### src/swhc_pkg.sv
package swhc_pkg;

  localparam int unsigned TS_W       = 31;
  localparam int unsigned CNT_W      = 32;
  localparam int unsigned WINDOW_DEF = 300;

  localparam logic [CNT_W-1:0] CNT_MAX = {CNT_W{1'b1}};

  // action field codes
  localparam logic ACT_HIT   = 1'b0;
  localparam logic ACT_QUERY = 1'b1;

  typedef enum logic [1:0] {
    ST_IDLE,
    ST_REM,
    ST_QUERY,
    ST_DONE
  } state_e;

  // hit write broadcast to every bucket cell
  typedef struct packed {
    logic            en;
    logic [TS_W-1:0] ts;
  } hit_wr_t;

  // query window bounds broadcast to every bucket cell
  typedef struct packed {
    logic            all;   // query time below one window: every bucket counts
    logic [TS_W-1:0] lim;   // bucket counts when its stamp is above this
  } qry_t;

  // running sum handed from cell to cell
  typedef struct packed {
    logic             vld;
    logic [CNT_W-1:0] acc;
  } tok_t;

endpackage

### src/swhc_rem.sv
// Remainder by the window length through a reciprocal multiply, in registered
// steps: latch the value, estimate the quotient, subtract quotient times WINDOW.
module swhc_rem import swhc_pkg::*; #(
  parameter int unsigned WINDOW = WINDOW_DEF
) (
  input  logic                        clk_i,
  input  logic                        rst_ni,
  input  logic                        start_i,
  input  logic [TS_W-1:0]             value_i,
  output logic                        done_o,
  output logic [$clog2(WINDOW)-1:0]   rem_o
);

  localparam int unsigned RW    = $clog2(WINDOW);
  localparam int unsigned ProdW = 2 * TS_W + 1;
  localparam int unsigned Shift = TS_W + RW;
  // ceil(2^(TS_W+RW) / WINDOW): exact quotient for every TS_W-bit value
  localparam longint unsigned MulL =
    ((64'd1 << Shift) + 64'(WINDOW) - 64'd1) / 64'(WINDOW);
  localparam logic [TS_W:0]   MulC  = (TS_W+1)'(MulL);
  localparam logic [TS_W-1:0] WinTs = TS_W'(WINDOW);

  logic             s1_q;
  logic             s2_q;
  logic             done_q;
  logic [TS_W-1:0]  v_q;
  logic [TS_W-1:0]  quo_q, quo_d;
  logic [RW-1:0]    r_q;
  logic [ProdW-1:0] prod;
  logic [TS_W-1:0]  diff;

  always_comb begin
    prod  = ProdW'(v_q) * ProdW'(MulC);
    quo_d = TS_W'(prod >> Shift);
    diff  = v_q - quo_q * WinTs;
  end

  always_ff @(posedge clk_i or negedge rst_ni) begin
    if (!rst_ni) begin
      s1_q   <= 1'b0;
      s2_q   <= 1'b0;
      done_q <= 1'b0;
    end else begin
      s1_q   <= start_i;
      s2_q   <= s1_q;
      done_q <= s2_q;
    end
  end

  always_ff @(posedge clk_i) begin
    if (start_i) begin
      v_q <= value_i;
    end
    if (s1_q) begin
      quo_q <= quo_d;
    end
    if (s2_q) begin
      r_q <= diff[RW-1:0];
    end
  end

  assign done_o = done_q;
  assign rem_o  = r_q;

endmodule

### config.mk
export PLATFORM = sky130hd
export DESIGN_NAME = swhc_rem
export DESIGN_NICKNAME = d
export VERILOG_FILES = /design/src/swhc_pkg.sv /design/src/swhc_rem.sv
export SDC_FILE = /design/constraint.sdc
export NUM_CORES = 1
export LEC_CHECK = 0
export ABC_CLOCK_PERIOD_IN_PS = 9590
export BUFFER_PORTS_ARGS = -buffer_cell sky130_fd_sc_hd__buf_2
export CAP_MARGIN = 40
export CORE_UTILIZATION = 60
export DETAILED_ROUTE_END_ITERATION = 6
export PLACE_DENSITY = 0.83
export SETUP_SLACK_MARGIN = 0.02
export SLEW_MARGIN = 25
export SYNTH_ARGS = -nofsm -noshare
export SYNTH_HDL_FRONTEND = slang
export SYNTH_SLANG_ARGS = --single-unit
### constraint.sdc
create_clock -name clk_i -period 9.59 [get_ports clk_i]
set_input_delay 1.918 -clock clk_i [delete_from_list [all_inputs] [get_ports clk_i]]
set_output_delay 1.918 -clock clk_i [all_outputs]
set_load 0.02 [all_outputs]
# After elaboration in Yosys (flattened, before gate mapping)
# Index checks and enable logic that the tools add are counted.
# op_classes
multipliers,2
add_sub_neg,1
# op_table
op,count
31-bit by 29-bit multiplier with 60-bit output (second input constant),1
23-bit by 7-bit multiplier with 7-bit output (second input constant),1
9-bit subtractor,1
# word_totals
ff_bits,66
out_inout_bits,10

# Logic depth before layout (Yosys ltp)
# logic_depth
depth_word,2
depth_mapped,24
mapped_depth_nobuf,23

# Least setup slack after synthesis
# No wires, ideal clock.
# synth_timing
path_kind,register to register
startpoint,reg v_q[8]
endpoint,reg quo_q[3] (data pin)
path_buffers,0
path_slack_ps,2968
t_required_ps,9327
path_stages_with_launch,21
arrival_ps,6359
path_cell_list,edfxtp_1 -> inv_1 -> fa_1 -> fa_1 -> inv_1 -> fa_1 -> fa_1 -> fa_1 -> fa_1 -> fa_1 -> inv_1 -> fa_1 -> inv_1 -> ha_1 -> and3_1 -> a221oi_1 -> o21ai_1 -> or2_0 -> a31o_1 -> a31oi_1 -> xnor2_1
# synth_via
elab_chain_len,1
# synth_rtl
item,line,source
"start, declared",swhc_rem.sv:26,logic [TS_W-1:0] v_q;
"start signal, assigned",swhc_rem.sv:52,v_q <= value_i;
31-bit by 29-bit multiplier with 60-bit output,swhc_rem.sv:33,prod = ProdW'(v_q) * ProdW'(MulC);
via prod[43],swhc_rem.sv:29,logic [ProdW-1:0] prod;
"end signal, assigned",swhc_rem.sv:55,quo_q <= quo_d;
"end, declared",swhc_rem.sv:27,"logic [TS_W-1:0] quo_q, quo_d;"
# The timed path passes the listed nets, and every way through them passes these cells.
# A chain may end at the register's enable or synchronous reset.

# Worst setup path in the final report
# Ends and elaborated chain as after synthesis.

==> summary.txt <==
Timing
  • Final Setup Violations: 0
  • Setup TNS: 0 ns
  • Final setup skew: 0.006672 ns
  • Max-slew violations: 0
  • Max Freq: ~130 MHz
  • Normalized max-slew margin: roughly half
  • Final period util: between 70 and 80%
  • Min Tclk post-route: between 7 and 8 ns
  • RSZ-0062 raised after global routing: no
  • Worst Max-Slew Pin Slew: 0.7681 ns
  • Hold slack: roughly 0.62 ns
  • Hold Vio Cnt, Final: 0

GRT
  • Antenna violations before repair: 0
  • Final global-route overflow total: 0
  • First-pass GRT wire length: 54900 um
  • Total GRT Usage: 30.99%
  • Vias in the first global route: approximately 10000
  • Largest net degree at the start of global routing: 33

Logic synthesis
  • Synthesized net count: just under 2000
  • Yosys warns: 0
  • Area leader, netlist: fa_1
  • Asr flop ratio synth: 6.000%
  • Syn avg cell area: 10.68 um^2
  • Syn Inst Count: about 1300
  • Register area share after synthesis: between 10% and 20%
  • Netlist cell types: 51
  • Post-synth top area share: 40.77%
  • Mapped Area: between 10000 and 15000 um^2
  • Synthesized flop and latch total: 50
  • Post-synth top flop: edfxtp_1
  • Synth area leaders: fa_1, ha_1, inv_1, edfxtp_1, xnor2_1
  • EDFF count, synth: 47

Clocking
  • Worst-skew pair later-pin latency: approximately 0.3 ns
  • Post-CTS Setup Bufs: 0
  • CTS Buffer Depth: 2
  • Post-CTS sizing: 0
  • CTS Sinks: 50
  • CTS H-tree lvls: 2
  • Num CTS Buffers: 5
  • CTS tree: done
  • Reg clk slew, reported paths: about 0.07 ns
  • Clk root buf: clkbuf_16
  • Hold buffer count at CTS: 0

Drt
  • Wire per inst: ~20 um
  • Via count: around 9200
  • Antenna viol nets, final: 0
  • DR vias/cell: roughly 5.4
  • Post-route DRC: 0
  • Drt total wl: 33810 um
  • Initial DRC Count: ~640
  • DRT Pass-1 Iters: 7

Setup path
  • Buf/Inv on CP: 4
  • Top delay family on crit path: adder cells
  • CP required: ~9.6 ns
  • Most used cell, CP: fa_1
  • CP max stage delay: 0.78 ns
  • Critical Path Slowest Stage Cell: edfxtp_1
  • Arrival time at the worst endpoint: approximately 7.5 ns
  • Crit-path max FO: 9
  • Setup crit end kind: register
  • Setup Crit Path Kind: reg2reg
  • Cell Chain, Critical Path: inv_1, fa_1, fa_1, inv_1, fa_1, fa_1, fa_1, fa_1, fa_1, inv_1, fa_1, inv_1, ha_1, and3_1, a221oi_1, o21ai_1, or2_0, a31o_1, a31oi_1, xnor2_1
  • Startpoint Class: register

Die
  • I/O pin count: 44
  • Core area: between 20000 and 25000 um^2
  • Initial core utilization: ~60%
  • Die Width: 155.3 um
  • Die Height: roughly 160 um
  • Site Rows: 55
  • Die area: around 24000 um^2

Hold path
  • Hold WC Path Type: reg2reg

Placed design
  • IO buf count: between 40 and 50
  • DP Wirelength: ~29000 um
  • Placer congestion estimate: a little under 1

Job
  • Max-Cap Viols: 0

Final layout
  • Layout Nets: around 2000
  • N_diodes: 0
  • Util after Layout: 65.20%
  • Area delta synth->final: 5.700%
  • Layout cells sized above 1: under 10%

Run status
  • Status: finished clean
==> synthesized netlist by cell type (all sizes together), types with 7 or more instances <==
cell type and n:
edfxtp 47, nand2 17, xor2 9, inv 466
fa 287, o21ai 24, a21o 19, a211oi 7
nand3 9, nor2 14, xnor2 32, o21bai 7
ha 285, a21oi 37
==> flip-flops by register name, indices dropped and copies added, names as in the netlist <==
register / flops
s2_q: 1
quo_q: 7
s1_q: 1
v_q: 31
rem_o: 9
done_o: 1
==> worst paths after layout <==
path                                        from            endpoint  slack (ns)  depth (start not counted)
worst max-delay path            v_q[8]$_DFFE_PP_  quo_q[3]$_DFFE_PP_        2.16                         20
worst min-delay path              s1_q$_DFF_PN0_      s2_q$_DFF_PN0_        0.62                          0
worst max register to register  v_q[8]$_DFFE_PP_  quo_q[3]$_DFFE_PP_        2.16                         20
worst min register to register    s1_q$_DFF_PN0_      s2_q$_DFF_PN0_        0.62                          0
max in group asynchronous                 rst_ni    done_o$_DFF_PN0_        8.09                          1
min in group asynchronous                 rst_ni      s2_q$_DFF_PN0_        1.40                          1
==> per-layer routing <==
layer | GRT usage (%) | part of all wire (%)
met1 | 41.16 | 41
met2 | 52.10 | 48
met3 | 4.847 | 7.0
met4 | 10.74 | 3.9
met5 | 0 | 0
==> layout by cell type (no fill, tap or decap), types with 2 or more instances in the layout <==
cell / count
clkbuf_16: 5
nand2_1: 17
edfxtp_1: 47
buf_2: 43
a31oi_1: 3
and2_1: 2
xor2_1: 9
a32oi_1: 2
nand4_1: 5
nor3_1: 3
a21o_1: 19
o21ai_0: 18
o211ai_1: 2
and3_1: 5
o21bai_1: 6
dfrtp_1: 3
fa_1: 287
or3_1: 2
a211oi_1: 5
nor4_1: 2
nor2b_1: 2
nand3_1: 9
buf_4: 4
a211oi_2: 2
o21a_1: 3
ha_1: 285
a21oi_1: 37
o21ai_1: 5
xnor2_1: 32
inv_1: 466
o211a_1: 2
nor2_1: 14
a31o_2: 2
==> final cells by class <==
cell class,count,area [um^2]
multi-input combinational,800,10850
tap,313,391.6
clock inverter,2,38.79
sequential,50,1486
inverter,466,1749
clock buffer,6,138.9
fill,1807,7951
timing repair buffer,47,245.2
==> cells by family (layout without fill, tap and decap cells) <==
| kind of cell | after synthesis | count (layout) | share of synthesized area, % |
|---|---|---|---|
| flip-flops | 50 | 50 | 10.55 |
| buffers and inverters | 469 | 521 | 12.49 |
| AO/OA/AOI/OAI | 117 | 117 | 5.700 |
| adder cells (fa/ha/maj) | 572 | 572 | 66.07 |
| AND/OR/NAND/NOR | 69 | 69 | 2.557 |
| XOR/XNOR | 41 | 41 | 2.548 |
| multiplexers | 1 | 1 | 0.07990 |
==> through the flow <==
stage,cells,worst slack (ns),instance area (um^2)
global placement,1676,2.210,14720
floorplan,1319,2.968,14090
detailed placement,1676,2.193,14720
global route,1684,1.858,14900
finish,1684,2.158,14900
CTS,1684,2.142,14900
Power is left out: the tool's default activity adds up to more than one toggle a clock period on the data nets, which glitch-free logic cannot reach.
