### src/swhc_pkg.sv
package swhc_pkg;

  localparam int unsigned TS_W       = 31;
  localparam int unsigned CNT_W      = 32;
  localparam int unsigned WINDOW_DEF = 300;

  localparam logic [CNT_W-1:0] CNT_MAX = {CNT_W{1'b1}};

  // action field codes
  localparam logic ACT_HIT   = 1'b0;
  localparam logic ACT_QUERY = 1'b1;

  typedef enum logic [1:0] {
    ST_IDLE,
    ST_REM,
    ST_QUERY,
    ST_DONE
  } state_e;

  // hit write broadcast to every bucket cell
  typedef struct packed {
    logic            en;
    logic [TS_W-1:0] ts;
  } hit_wr_t;

  // query window bounds broadcast to every bucket cell
  typedef struct packed {
    logic            all;   // query time below one window: every bucket counts
    logic [TS_W-1:0] lim;   // bucket counts when its stamp is above this
  } qry_t;

  // running sum handed from cell to cell
  typedef struct packed {
    logic             vld;
    logic [CNT_W-1:0] acc;
  } tok_t;

endpackage

### src/swhc_cell.sv
// One bucket: stamp and count, plus one stage of the query sum.
module swhc_cell import swhc_pkg::*; #(
  parameter int unsigned WINDOW = WINDOW_DEF,
  parameter int unsigned INDEX  = 0
) (
  input  logic                      clk_i,
  input  logic                      rst_ni,
  input  hit_wr_t                   wr_i,
  input  logic [$clog2(WINDOW)-1:0] slot_i,
  input  qry_t                      qry_i,
  input  tok_t                      tok_i,
  output tok_t                      tok_o
);

  localparam int unsigned SW = $clog2(WINDOW);
  localparam logic [SW-1:0] IdxC = SW'(INDEX);

  logic [TS_W-1:0]  stamp_q;
  logic [CNT_W-1:0] count_q;
  logic             tok_vld_q;
  logic [CNT_W-1:0] tok_acc_q, tok_acc_d;
  logic [CNT_W-1:0] addend;
  logic [CNT_W:0]   sum;

  always_comb begin
    addend = (qry_i.all || (stamp_q > qry_i.lim)) ? count_q : '0;
    sum    = {1'b0, tok_i.acc} + {1'b0, addend};
    tok_acc_d = sum[CNT_W] ? CNT_MAX : sum[CNT_W-1:0];
  end

  always_ff @(posedge clk_i or negedge rst_ni) begin
    if (!rst_ni) begin
      stamp_q   <= '0;
      count_q   <= '0;
      tok_vld_q <= 1'b0;
    end else begin
      tok_vld_q <= tok_i.vld;
      if (wr_i.en && (slot_i == IdxC)) begin
        if (stamp_q != wr_i.ts) begin
          stamp_q <= wr_i.ts;
          count_q <= CNT_W'(1);
        end else if (count_q != CNT_MAX) begin
          count_q <= count_q + CNT_W'(1);
        end
      end
    end
  end

  always_ff @(posedge clk_i) begin
    tok_acc_q <= tok_acc_d;
  end

  assign tok_o = '{vld: tok_vld_q, acc: tok_acc_q};

endmodule

### config.mk
export PLATFORM = sky130hd
export DESIGN_NAME = swhc_cell
export DESIGN_NICKNAME = d
export VERILOG_FILES = /design/src/swhc_pkg.sv /design/src/swhc_cell.sv
export SDC_FILE = /design/constraint.sdc
export NUM_CORES = 1
export LEC_CHECK = 0
export CAP_MARGIN = 25
export CORE_UTILIZATION = 35
export CTS_BUF_LIST = sky130_fd_sc_hd__clkbuf_8
export DETAILED_ROUTE_END_ITERATION = 8
export DONT_BUFFER_PORTS = 1
export PLACE_DENSITY_LB_ADDON = 0.2
export SYNTH_ARGS = -nofsm -noshare
export SYNTH_HDL_FRONTEND = slang
export SYNTH_SLANG_ARGS = --single-unit
### constraint.sdc
create_clock -name clk_i -period 5.7 [get_ports clk_i]
set_input_delay 1.14 -clock clk_i [delete_from_list [all_inputs] [get_ports clk_i]]
set_output_delay 1.14 -clock clk_i [all_outputs]
set_load 0.05 [all_outputs]
Word level (Yosys, flattened, before mapping)
Cells that the tools add are included.

storage, ports and cells
  input port bits = 108
  word-level logic and storage cells = 18
  flip-flop bits (word level) = 96
  output and inout port bits = 33

operators by class
  reduce and logical (&&, ||, !) cells = 6
  order comparisons = 1
  equality and inequality tests = 2
  $add $sub $neg = 2
  mux-type cells = 3

operators with widths
  kind                     number
  $mux W32                 3
  $add A32 B32 Y33         1
  $add A32 B1 Y32 const B  1
  $ne A32 B32 Y1 const B   1
  $gt A31 B31 Y1           1
  $ne A31 B31 Y1           1
  $logic_not A9 Y1         1
  $reduce_and A2 Y1        2
  $reduce_bool A2 Y1       1
  $logic_and A1 B1 Y1      1
  $logic_or A1 B1 Y1       1

Depth between registers and ports, before layout
  depth in word-level cells = 4
  mapped depth = 21
  gate-level depth less buffers = 18

Least setup slack after synthesis
No wires, ideal clock.

  path type = input port to flip-flop
  start point = input port qry_i[8] in the netlist's numbering
  end point = register tok_acc_q[22]
  setup time = 0.134 ns
  required time = 5.566 ns
  data arrival time = 5.096 ns
  stages on the path = 20
  setup slack = 0.470 ns
  path buffers = 2
  cells stage by stage = inv_1 ha_1 a21o_1 a21o_1 a21oi_1 o21ai_0 a2111oi_2 nor2_1 clkbuf_1 and2_1 ha_1 fa_1 a211oi_2 nor2_1 o31a_2 or2_1 buf_6 a311oi_4 mux2i_1 o2111ai_1

on the way
  longest elaborated chain between the ends = 4

ends and longest elaborated chain
  what                  line             source
  from (decl)           swhc_cell.sv:10  input qry_t qry_i,
  $gt A31 B31 Y1        swhc_cell.sv:26  addend = (qry_i.all || (stamp_q > qry_i.lim)) ? count_q : '0;
  $logic_or A1 B1 Y1    swhc_cell.sv:26
  $mux W32              swhc_cell.sv:26
  $add A32 B32 Y33      swhc_cell.sv:27  sum = {1'b0, tok_i.acc} + {1'b0, addend};
  to (signal assigned)  swhc_cell.sv:50  tok_acc_q <= tok_acc_d;
  to (decl)             swhc_cell.sv:21  logic [CNT_W-1:0] tok_acc_q, tok_acc_d;

No other way between the ends.
A chain may end at the register's enable or synchronous reset.

Worst setup path after layout
  start point = input port qry_i[12] in the netlist's numbering
  end point = register tok_acc_q[22]

Same word-level chain as after synthesis.

==> out/metrics.csv <==
metric;value;unit
status;finished clean;
Die Span X;144;um
Resized cells post-CTS;0;
fill count;2049;
Setup WS post-layout;0.516;ns
number of synthesized flops with an enable pin;0;
Final Skew;0.0165;ns
ratio of final minimum period to clock period;90.9;%
Finished Layout Cells;1057;
Crit Path Class;primary input to flip-flop;
final setup TNS;0;ns
vias in the first global route;5499;
Remaining DRCs;0;
Max Root-Sink Buffers;2;
Starting Density;35.9;%
clock-pin slew on the worst setup and hold paths;0.10;ns
crit-path max FO;14;
std cell rows;51;
via count;5607;
Adder-Cell Fraction of Synth Area;11.6;%
RSZ-0062 raised after global routing;false;
Post-Route WL;17.8;mm
H-tree level count;3;
Worst setup SP type;primary input;
xor-xnor portion of the synthesized cell area;7.44;%
Overflow after GRT;0;
Pleak;3.60;nW
diode count;0;
initial antenna violation count;0;
hold buffers post-CTS;0;
main flop type after synthesis;dfrtp_1;
Synth async-reset ratio;66.7;%
largest net degree at the start of global routing;65;
drt pass-1 iters;5;
synthesized area per cell;8.95;um^2
critical path, cell by cell;inv_1 -> ha_1 -> a21o_1 -> a21o_1 -> a21oi_1 -> o21ai_0 -> a2111oi_2 -> nor2_1 -> buf_4 -> and2_1 -> ha_1 -> fa_1 -> a211oi_2 -> nor2_1 -> o31a_2 -> or2_1 -> a311oi_4 -> mux2i_1 -> o2111ai_1;
Clk pwr share;34.3;%
Post-Syn Instances;789;
leading area contributor after synthesis;dfrtp_1;
die area;20800;um^2
CTS sink count;96;
Final #Nets;961;
final-report setup violation count;0;
# Post-CTS Setup Buffers;0;
Synth Net Count;962;
simple-gate share of the synthesized area;19.8;%
Seq/Total Area, Yosys;31.7;%
DP HPWL;13.8;mm
Final Hold Viols;0;
cts bufs inserted;9;
Comb pwr share;9.4;%
Switching Fraction;27.8;%
commonest cells in the netlist;dfrtp_1, ha_1, nand2_1, o21ai_0, nor2_1;
Worst EP arrival;5.43;ns
First DRT Iteration DRCs;199;
Net Switching;0.371;mW
part of the power in registers;56.3;%
Place WS;0.125;ns
Achievable Freq;193;MHz
first-pass GRT wire length;28.7;mm
largest family of logic cells by synthesized area;simple AND/OR/NAND/NOR gates;
fraction of layout cells with a size suffix above 1;11.1;%
CP peak stage delay;0.50;ns
Avg WL per Cell;16.8;um
CP delay by family, top;compound AO/OA/AOI/OAI gates;
Total Routing Usage GR;18.0;%
Area growth syn-to-layout;7.21;%
clock period minus worst slack;5.18;ns
Slew Limit Fails;0;
slew at the pin with the worst max-slew slack;0.656;ns
CTS tree;yes;
Core Footprint;19700;um^2
CP required;5.95;ns
Mapped Area;7060;um^2
Slew HR;56.2;%
dpl cells;1042;
Critical Path Sink Type;flip-flop;
Vias per Instance;5.30;
num ports;141;
Worst-Skew Late Latency;0.39;ns
Hold Path Class;primary input to asynchronous set/reset pin;
Detail Route Antenna Nets;0;
Crit-path slowest cell;a2111oi_2;
DIE HEIGHT;144;um
GP Congestion;0.859;
YS warnings;0;
post-synth top area share;22.7;%
FF+latch count, synth;96;
post-synthesis compound-gate area fraction;19.1;%
top post-synthesis cells by area;dfrtp_1, ha_1, dfxtp_1;
IO buf count;0;
post-synth cell types;74;
mux share of post-synthesis cell area;5.63;%
number of max-cap violations;0;
Power per Cell Area;176;nW/um^2
CP bufs+invs;2;
Int Pwr;0.965;mW
maximum vdd drop;0.0972;mV
clock root cell;clkbuf_8;
==> power groups by stage <==
stage	logic (mW)	clock network, mW	registers, mW
after global placement	0.126	0	0.766
after global routing	0.143	0.505	0.756
after floorplan	0.0996	0	0.762
after CTS	0.126	0.487	0.753
after detailed placement	0.125	0	0.767
final	0.125	0.459	0.752
==> layer usage <==
metal	up-vias	global-route usage, %	part of all wire, %
met1	2572	23.3	46
met4	0	4.76	1.1
met3	12	5.30	7.6
met5	-	0	0
met2	169	28.8	45
li1	2854	-	-
==> per-stage QoR <==
stage               instance area, um^2  power, mW  utilization, %  hold WS, ns
floorplan                          7060      0.862               -        0.466
global placement                   7380      0.892            37.6        0.501
detailed placement                 7390      0.892            37.6        0.509
CTS                                7570       1.37            38.5        0.412
global route                       7570       1.40            38.5        0.413
finish                             7570       1.34            38.5        0.441
==> logic make-up after synthesis <==
| group | count (synthesis) |
|---|---|
| AND/OR/NAND/NOR | 264 |
| AO/OA/AOI/OAI | 194 |
| flip-flops | 96 |
| buffers and inverters | 74 |
| adder cells (fa/ha/maj) | 65 |
| XOR/XNOR | 60 |
| multiplexers | 36 |
==> cell usage in the layout, fill, tap and decap left out, types with 7 or more instances in the layout <==
cell type	count
nor2_1	46
ha_1	64
o31ai_1	7
or3_1	10
nor3_1	20
nand2_1	54
a21oi_1	44
a21o_1	25
dfxtp_1	32
clkbuf_8	10
mux2_2	30
inv_1	44
nand3_1	23
buf_4	18
and2_1	32
xor2_1	24
nand4_1	28
o21ai_0	48
dfrtp_1	64
xnor2_1	36
==> cell type report <==
class	instances	area, um^2	share of cell area (%)
Clock buffer	10	138	1.82
Timing Repair Buffer	20	160	2.11
Inverter	42	158	2.08
Sequential cell	96	2240	29.6
Multi-Input combinational cell	619	4500	59.4
Clock inverter	5	48.8	0.644
Tap cell	265	332	4.38
==> registers in the layout, indices dropped and copies added (netlist names) <==
register	flops
tok_vld_q	1
stamp_q	31
count_q	32
tok_acc_q	32
==> worst paths after layout <==
kind / from / slack, ns / cells after the start / endpoint
worst max-delay path: qry_i[12] / 0.52 / 19 / tok_acc_q[22]$_SDFF_PP1_
worst min-delay path: rst_ni / 0.44 / 0 / count_q[30]$_DFFE_PN0P_
worst max register to register: stamp_q[12]$_DFFE_PN0P_ / 0.88 / 18 / tok_acc_q[22]$_SDFF_PP1_
worst min register to register: count_q[8]$_DFFE_PN0P_ / 0.53 / 1 / count_q[8]$_DFFE_PN0P_
max in group asynchronous: rst_ni / 5.15 / 0 / count_q[18]$_DFFE_PN0P_
min in group clk_i: count_q[8]$_DFFE_PN0P_ / 0.53 / 1 / count_q[8]$_DFFE_PN0P_
No activity file was read; power rests on OpenSTA's default activity.
